==> src/dtfp_pkg.sv <==
package dtfp_pkg;

  localparam int FRAC_DIGITS_DEF = 9;
  localparam int FRAC_BITS       = 32;
  localparam int INT_BITS        = 31;

  localparam logic [7:0] CHAR_ZERO  = 8'h30;
  localparam logic [7:0] CHAR_NINE  = 8'h39;
  localparam logic [7:0] CHAR_MINUS = 8'h2D;
  localparam logic [7:0] CHAR_PLUS  = 8'h2B;
  localparam logic [7:0] CHAR_SPACE = 8'h20;
  localparam logic [7:0] SEP_RESET  = 8'h2E;

  typedef struct packed {
    logic [7:0] text_byte;
    logic       last_byte;
  } in_item_t;

  typedef struct packed {
    logic signed [63:0] value;
    logic               overflow;
    logic               separator_seen;
  } out_item_t;

  typedef struct packed {
    logic parse;
    logic step;
    logic finish;
  } cmd_t;

  typedef struct packed {
    logic frac_zero;
    logic out_free;
  } status_t;

  function automatic logic [63:0] pow10(input logic [4:0] n);
    logic [63:0] p;
    case (n)
      5'd0:    p = 64'd1;
      5'd1:    p = 64'd10;
      5'd2:    p = 64'd100;
      5'd3:    p = 64'd1000;
      5'd4:    p = 64'd10000;
      5'd5:    p = 64'd100000;
      5'd6:    p = 64'd1000000;
      5'd7:    p = 64'd10000000;
      5'd8:    p = 64'd100000000;
      5'd9:    p = 64'd1000000000;
      5'd10:   p = 64'd10000000000;
      5'd11:   p = 64'd100000000000;
      5'd12:   p = 64'd1000000000000;
      5'd13:   p = 64'd10000000000000;
      5'd14:   p = 64'd100000000000000;
      5'd15:   p = 64'd1000000000000000;
      5'd16:   p = 64'd10000000000000000;
      5'd17:   p = 64'd100000000000000000;
      5'd18:   p = 64'd1000000000000000000;
      default: p = 64'd1;
    endcase
    return p;
  endfunction

endpackage

==> src/dtfp_ctrl.sv <==
module dtfp_ctrl (
  input  logic            clk,
  input  logic            rst,
  input  logic            in_valid,
  input  logic            in_last,
  output logic            in_ready,
  input  dtfp_pkg::status_t status,
  output dtfp_pkg::cmd_t    cmd
);
  import dtfp_pkg::*;

  localparam int IW = $clog2(FRAC_BITS);

  localparam logic [1:0] S_PARSE = 2'd0;
  localparam logic [1:0] S_DIV   = 2'd1;
  localparam logic [1:0] S_LOAD  = 2'd2;

  logic [1:0]    state, state_next;
  logic [IW-1:0] iter, iter_next;

  always_comb begin
    state_next = state;
    iter_next  = iter;
    in_ready   = 1'b0;
    cmd        = '0;
    case (state)
      S_PARSE: begin
        in_ready  = 1'b1;
        cmd.parse = in_valid;
        if (in_valid && in_last) begin
          state_next = S_DIV;
          iter_next  = '0;
        end
      end
      S_DIV: begin
        // no fraction digits: quotient stays zero
        if (status.frac_zero) begin
          state_next = S_LOAD;
        end else begin
          cmd.step  = 1'b1;
          iter_next = iter + 1'b1;
          if (iter == IW'(FRAC_BITS - 1)) state_next = S_LOAD;
        end
      end
      S_LOAD: begin
        if (status.out_free) begin
          cmd.finish = 1'b1;
          state_next = S_PARSE;
        end
      end
      default: state_next = S_PARSE;
    endcase
  end

  always_ff @(posedge clk) begin
    if (rst) begin
      state <= S_PARSE;
      iter  <= '0;
    end else begin
      state <= state_next;
      iter  <= iter_next;
    end
  end

endmodule

==> src/dtfp_datapath.sv <==
module dtfp_datapath #(
  parameter int FRAC_DIGITS = dtfp_pkg::FRAC_DIGITS_DEF
) (
  input  logic                clk,
  input  logic                rst,
  input  logic                cfg_write,
  input  logic [7:0]          cfg_data,
  input  dtfp_pkg::in_item_t  in_item,
  input  dtfp_pkg::cmd_t      cmd,
  output dtfp_pkg::status_t   status,
  output logic                out_valid,
  input  logic                out_ready,
  output dtfp_pkg::out_item_t out_item
);
  import dtfp_pkg::*;

  localparam int FW = $clog2(pow10(5'(FRAC_DIGITS)));
  localparam int CW = $clog2(FRAC_DIGITS + 1);

  logic [7:0]          separator;
  logic                signed_ph, signed_ph_next;
  logic                closed, closed_next;
  logic                negative, negative_next;
  logic [INT_BITS-1:0] int_accum, int_accum_next;
  logic                int_done, int_done_next;
  logic                sep_found, sep_found_next;
  logic [FW-1:0]       frac_accum, frac_accum_next;
  logic [CW-1:0]       frac_count, frac_count_next;
  logic                sat, sat_next;
  logic [FRAC_BITS-1:0] quot;

  logic [7:0]          c;
  logic                is_digit;
  logic [3:0]          digit;
  logic [INT_BITS+3:0] int_t;
  logic [FW+3:0]       frac_t;
  logic [FW:0]         divisor, rem_shift;
  logic [63:0]         mag;

  assign c        = in_item.text_byte;
  assign is_digit = (c >= CHAR_ZERO) && (c <= CHAR_NINE);
  assign digit    = 4'(c - CHAR_ZERO);
  assign int_t    = {int_accum, 3'b000} + {2'b00, int_accum, 1'b0} + (INT_BITS+4)'(digit);
  assign frac_t   = {frac_accum, 3'b000} + {2'b00, frac_accum, 1'b0} + (FW+4)'(digit);

  // next parse state for the accepted byte
  always_comb begin
    signed_ph_next  = signed_ph;
    closed_next     = closed;
    negative_next   = negative;
    int_accum_next  = int_accum;
    int_done_next   = int_done;
    sep_found_next  = sep_found;
    frac_accum_next = frac_accum;
    frac_count_next = frac_count;
    sat_next        = sat;

    if (!int_done) begin
      if (!signed_ph && c == CHAR_SPACE) begin
        // skip leading space
      end else if (!signed_ph && (c == CHAR_PLUS || c == CHAR_MINUS)) begin
        signed_ph_next = 1'b1;
        negative_next  = (c == CHAR_MINUS);
      end else begin
        signed_ph_next = 1'b1;
        if (!is_digit) begin
          int_done_next = 1'b1;
        end else if (!sat) begin
          if (int_t > (INT_BITS+4)'({INT_BITS{1'b1}})) begin
            int_accum_next = '1;
            sat_next       = 1'b1;
          end else begin
            int_accum_next = int_t[INT_BITS-1:0];
          end
        end
      end
    end

    if (!sep_found) begin
      if (c == separator) sep_found_next = 1'b1;
    end else if (!closed) begin
      if (!is_digit) begin
        closed_next = 1'b1;
      end else if (frac_count < CW'(FRAC_DIGITS)) begin
        frac_accum_next = frac_t[FW-1:0];
        frac_count_next = frac_count + 1'b1;
      end
    end
  end

  // restoring division step; the fraction register holds the remainder
  assign divisor   = (FW+1)'(pow10(5'(frac_count)));
  assign rem_shift = {frac_accum, 1'b0};

  assign mag = negative ? (64'd0 - {1'b0, int_accum, quot}) : {1'b0, int_accum, quot};

  assign status.frac_zero = (frac_count == '0);
  assign status.out_free  = !out_valid || out_ready;

  always_ff @(posedge clk) begin
    if (rst) begin
      separator <= SEP_RESET;
    end else if (cfg_write) begin
      separator <= cfg_data;
    end
  end

  always_ff @(posedge clk) begin
    if (rst || cmd.finish) begin
      signed_ph  <= 1'b0;
      closed     <= 1'b0;
      negative   <= 1'b0;
      int_accum  <= '0;
      int_done   <= 1'b0;
      sep_found  <= 1'b0;
      frac_accum <= '0;
      frac_count <= '0;
      sat        <= 1'b0;
      quot       <= '0;
    end else if (cmd.parse) begin
      signed_ph  <= signed_ph_next;
      closed     <= closed_next;
      negative   <= negative_next;
      int_accum  <= int_accum_next;
      int_done   <= int_done_next;
      sep_found  <= sep_found_next;
      frac_accum <= frac_accum_next;
      frac_count <= frac_count_next;
      sat        <= sat_next;
    end else if (cmd.step) begin
      if (rem_shift >= divisor) begin
        frac_accum <= FW'(rem_shift - divisor);
        quot       <= {quot[FRAC_BITS-2:0], 1'b1};
      end else begin
        frac_accum <= rem_shift[FW-1:0];
        quot       <= {quot[FRAC_BITS-2:0], 1'b0};
      end
    end
  end

  always_ff @(posedge clk) begin
    if (rst) begin
      out_valid <= 1'b0;
    end else if (cmd.finish) begin
      out_valid <= 1'b1;
    end else if (out_ready) begin
      out_valid <= 1'b0;
    end
  end

  always_ff @(posedge clk) begin
    if (cmd.finish) begin
      out_item.value          <= mag;
      out_item.overflow       <= sat;
      out_item.separator_seen <= sep_found;
    end
  end

endmodule

==> src/decimal_text_to_fixed_point.sv <==
// Channel  Direction  Handshake            Payload
// cfg      in         cfg_write            cfg_data (separator byte)
// in       in         in_valid / in_ready  in_item: text_byte, last_byte
// out      out        out_valid / out_ready out_item: value (Q31.32), overflow,
//                                           separator_seen
// A byte that is not last is taken as soon as it is offered. After a last byte the
// fraction is converted by a restoring divider, one quotient bit a cycle, until the
// quotient is complete (skipped when no fraction digit was taken), then the output
// register is loaded once it is free; in_ready stays low through both.
// Reset puts the separator to '.' and clears the parser; no clearing pass.
// The output register holds a finished item, so the next string streams in
// while out_ready is low; only a second finished item waits for it.
module decimal_text_to_fixed_point #(
  parameter int FRAC_DIGITS = dtfp_pkg::FRAC_DIGITS_DEF
) (
  input  logic                clk,
  input  logic                rst,
  input  logic                cfg_write,
  input  logic [7:0]          cfg_data,
  input  logic                in_valid,
  output logic                in_ready,
  input  dtfp_pkg::in_item_t  in_item,
  output logic                out_valid,
  input  logic                out_ready,
  output dtfp_pkg::out_item_t out_item
);
  import dtfp_pkg::*;

  cmd_t    cmd;
  status_t status;

  dtfp_ctrl u_ctrl (
    .clk      (clk),
    .rst      (rst),
    .in_valid (in_valid),
    .in_last  (in_item.last_byte),
    .in_ready (in_ready),
    .status   (status),
    .cmd      (cmd)
  );

  dtfp_datapath #(
    .FRAC_DIGITS (FRAC_DIGITS)
  ) u_datapath (
    .clk       (clk),
    .rst       (rst),
    .cfg_write (cfg_write),
    .cfg_data  (cfg_data),
    .in_item   (in_item),
    .cmd       (cmd),
    .status    (status),
    .out_valid (out_valid),
    .out_ready (out_ready),
    .out_item  (out_item)
  );

endmodule

==> config.mk <==
export PLATFORM = sky130hd
export DESIGN_NAME = decimal_text_to_fixed_point
export DESIGN_NICKNAME = d
export VERILOG_FILES = /design/src/dtfp_pkg.sv /design/src/dtfp_ctrl.sv /design/src/dtfp_datapath.sv /design/src/decimal_text_to_fixed_point.sv
export SDC_FILE = /design/constraint.sdc
export NUM_CORES = 1
export LEC_CHECK = 0
export BUFFER_PORTS_ARGS = -buffer_cell sky130_fd_sc_hd__buf_2
export CAP_MARGIN = 40
export CORE_MARGIN = 2
export CORE_UTILIZATION = 40
export DETAILED_ROUTE_END_ITERATION = 8
export HOLD_SLACK_MARGIN = 0.12
export PLACE_DENSITY = 0.54
export SLEW_MARGIN = 0
export SYNTH_ARGS = -nofsm -noshare
export SYNTH_HDL_FRONTEND = slang
export SYNTH_SLANG_ARGS = --single-unit
export TNS_END_PERCENT = 5
==> constraint.sdc <==
create_clock -name clk -period 7.3 [get_ports clk]
set_clock_uncertainty 0.2 [all_clocks]
set_input_delay 0.365 -clock clk [delete_from_list [all_inputs] [get_ports clk]]
set_output_delay 0.365 -clock clk [all_outputs]
set_load 0.01 [all_outputs]
==> impl_metrics.env <==
export IMPL_status="finished, final reports clean"
export IMPL_holdPathEnd="u_datapath.negative"
export IMPL_syn_avg_cell_area_um2=8.67
export IMPL_viasPerCell=5.56
export IMPL_post_route_util=0.461
export IMPL_seqPwrFrac=0.470
export IMPL_power_switching_uw=608
export IMPL_netlist_instances=1694
export IMPL_fin_ws_ns=2.52
export IMPL_vias=12600
export IMPL_final_setup_tns_ns=0
export IMPL_pwr_density_cell_mw_per_mm2=159
export IMPL_grt_start_max_net_pins=65
export IMPL_ys_seq_elements=216
export IMPL_io_pins=90
export IMPL_synth_top_cell_area_share=0.204
export IMPL_r2r_cells=15
export IMPL_synth_async_sr_flop_share=0
export IMPL_yosysUniqueCellTypes=73
export IMPL_p_total_mw=2.67
export IMPL_post_cts_buffers=0
export IMPL_clk_pin_slew_ns=0.05
export IMPL_synth_seq_area_share=0.339
export IMPL_cts_sinks=216
export IMPL_dp_hpwl_mm=28.2
export IMPL_fill_cells=3541
export IMPL_design_area_mm2=0.0168
export IMPL_wl_per_cell_um=17.2
export IMPL_synthesis_area_mm2=0.0147
export IMPL_endpoint_kind="flip-flop"
export IMPL_cts_buffers=27
export IMPL_ant_nets=0
export IMPL_reg2reg_from="u_datapath.int_accum[0]"
export IMPL_n_antenna_cell=0
export IMPL_yosysWarnings=0
export IMPL_track_usage=0.201
export IMPL_drive_above_1_share=0.0997
export IMPL_finalWirelength_mm=38.9
export IMPL_rows=70
export IMPL_cts_root_buf="clkbuf_16"
export IMPL_die_y_um=196
export IMPL_initialDrtViolationCount=775
export IMPL_place_area_mm2=0.0156
export IMPL_drt_pass1_iterations=5
export IMPL_report_final_slew_viol_count=0
export IMPL_gp_congestion=0.844
export IMPL_r2r_end="u_datapath.int_accum[26]"
export IMPL_fp_dieW_um=196
export IMPL_power_leakage_nw=7.57
export IMPL_cts_buffer_depth=3
export IMPL_power_frac_comb=0.052
export IMPL_dp_cells=2187
export IMPL_critPathLaunchType="flip-flop"
export IMPL_dpl_worst_slack_ns=2.33
export IMPL_rsz0062_at_grt="no"
export IMPL_fp_dieArea_mm2=0.0383
export IMPL_synth_most_common_cell="nand2_1"
export IMPL_grt_antenna_before_repair=0
export IMPL_max_slew_margin=0.445
export IMPL_min_delay_start="in_item[2]"
export IMPL_m1WireLength_mm=18.2
export IMPL_synth_common_cells="nand2_1 (174), ha_1 (162), a21oi_1 (154)"
export IMPL_start_util=0.404
export IMPL_stdcell_count=2264
export IMPL_multi_input_area_mm2=0.00920
export IMPL_crit_path_max_fanout=21
export IMPL_htree_num_levels=1
export IMPL_clkPwrFrac=0.479
export IMPL_ir_drop_mv=0.167
export IMPL_worst_hold_slack_ns=0.159
export IMPL_fin_crit_ns=4.78
export IMPL_drv_cap=0
export IMPL_syn2layout_area_growth_pct=14.1
export IMPL_finalCritPeriodShare=0.654
export IMPL_drc=0
export IMPL_seq_area_mm2=0.00499
export IMPL_worstSetupPathType="reg -> reg"
export IMPL_grt_pass1_wl_mm=63.3
export IMPL_critPathArrivalTime_ns=4.96
export IMPL_cts_tree="yes"
export IMPL_synthTopCellsByArea="dfxtp_1 (20%), ha_1 (14%), edfxtp_1 (13%)"
export IMPL_min_path_cells=4
export IMPL_hold_viol=0
export IMPL_coreArea_mm2=0.0363
export IMPL_synth_top_area_cell="dfxtp_1"
export IMPL_wl_met2_mm=18.4
export IMPL_cp_required_ns=7.48
export IMPL_reg2reg_slack_ns=2.52
export IMPL_synth_enable_flop_cells=66
export IMPL_highest_layer="met4"
export IMPL_grt_pass1_vias=12300
export IMPL_met3_length_mm=1.37
export IMPL_gr_total_overflow=0
export IMPL_setup_viol=0
export IMPL_port_buffers=89
export IMPL_timing_fmax_mhz=209
export IMPL_ctsResizeCount=0
export IMPL_finish_net_count=1965
export IMPL_synth_main_ff_cell="dfxtp_1"
export IMPL_sw_frac_of_total=0.228
export IMPL_max_slew_worst_pin_slew_ns=0.826
export IMPL_syn_nets=1883
export IMPL_clock_latency_ns=0.54
export IMPL_intPower_mw=2.06
export IMPL_hp_class="in -> reg"
[worst max path at each step]
| stage | start | end | slack (ns) |
|---|---|---|---|
| 6_report | u_datapath.int_accum[0] | u_datapath.int_accum[26] | 2.52 |
| 5_1_grt | u_datapath.int_accum[0] | u_datapath.int_accum[26] | 2.11 |
| 4_1_cts | u_datapath.int_accum[0] | u_datapath.int_accum[26] | 2.53 |
| 3_5_place_dp | in_item[4] | u_datapath.int_accum[26] | 2.33 |
| 3_3_place_gp | in_item[4] | u_datapath.int_accum[5] | 2.38 |
| 2_1_floorplan | out_ready | u_datapath.divisor[20] | 2.03 |
[state kept, by name, summed over array words and instances (netlist names)]
name / cells
u_datapath.separator: 8
u_datapath.divisor: 31
u_datapath.sat: 1
u_datapath.sep_found: 1
u_datapath.signed_ph: 1
u_datapath.quot: 32
u_datapath.out_valid: 1
u_datapath.closed: 1
u_datapath.frac_count: 4
u_datapath.int_accum: 31
u_datapath.frac_accum: 30
u_datapath.out_item: 66
u_datapath.int_done: 1
u_datapath.negative: 1
u_ctrl.state: 2
u_ctrl.iter: 5
[cells in the final DEF (no fill, tap or decap), types with 7 or more instances in the layout]
master,count
nor3_1,29
nor4_1,12
nor2b_1,18
ha_1,162
nand2_1,174
a21oi_1,154
o21bai_1,11
a21o_1,52
buf_4,14
a31o_2,7
buf_2,90
a211o_1,7
mux2i_1,13
xnor2_1,96
inv_1,64
nand3_1,32
nand2b_1,30
o21ai_0,144
edfxtp_1,66
and3_1,17
o41ai_1,14
clkbuf_16,28
o211ai_1,13
dlygate4sd3_1,28
dfxtp_1,149
nand4_1,17
o31ai_1,22
nor2_1,90
a31oi_1,50
o21a_1,7
xor2_1,53
a211oi_1,17
clkbuf_1,8
[cell families (layout without fill, tap and decap cells)]
family | count (synthesis) | in the layout | share of synthesized area
AOI/OAI and AO/OA | 539 | 539 | 0.227
xor gates and xnor gates | 149 | 149 | 0.0889
adders and majority gates | 167 | 167 | 0.145
buffers and inverters | 147 | 249 | 0.0377
DFF | 216 | 216 | 0.339
muxes | 14 | 14 | 0.00963
and+or+nand+nor | 462 | 462 | 0.153
[area by class of cell]
type,count,area share
multi-input cells,1331,0.549
well taps,468,0.0349
inverters,66,0.0148
flip-flops and latches,216,0.297
clock inverters,6,0.00202
repair buffers,134,0.0532
clock buffers,43,0.0490
[per-layer routing]
layer / vias up / global-route usage
met5: - / 0
met4: 0 / 0.0574
met3: 58 / 0.0228
met2: 220 / 0.348
met1: 5964 / 0.265
li1: 6340 / -
[power groups by stage]
stage | logic (mW) | registers (mW) | clock network, mW
CTS | 0.138 | 1.25 | 1.32
floorplan | 0.0757 | 1.28 | 0
finish | 0.138 | 1.25 | 1.28
global placement | 0.124 | 1.28 | 0
detailed placement | 0.125 | 1.28 | 0
global route | 0.150 | 1.25 | 1.37
[timing repair]
item	4_1_cts	5_1_grt
hold buffers	28	0
hold endpoints to repair	19	0
endpoints found under the setup margin	0	0
[worst max-delay path: stages, from the launching register on]
cell      delay [ns]
dfxtp_1         0.43
inv_1           0.09
fa_1            0.56
inv_1           0.06
ha_1            0.31
a211o_1         0.31
a211oi_1        0.20
o21bai_1        0.10
a21oi_1         0.25
o21ai_0         0.27
o21ai_0         0.42
nor4_1          0.11
a311oi_1        0.24
and4_1          0.59
buf_4           0.38
a31oi_1         0.12
Power figures use the tool's default switching activity.
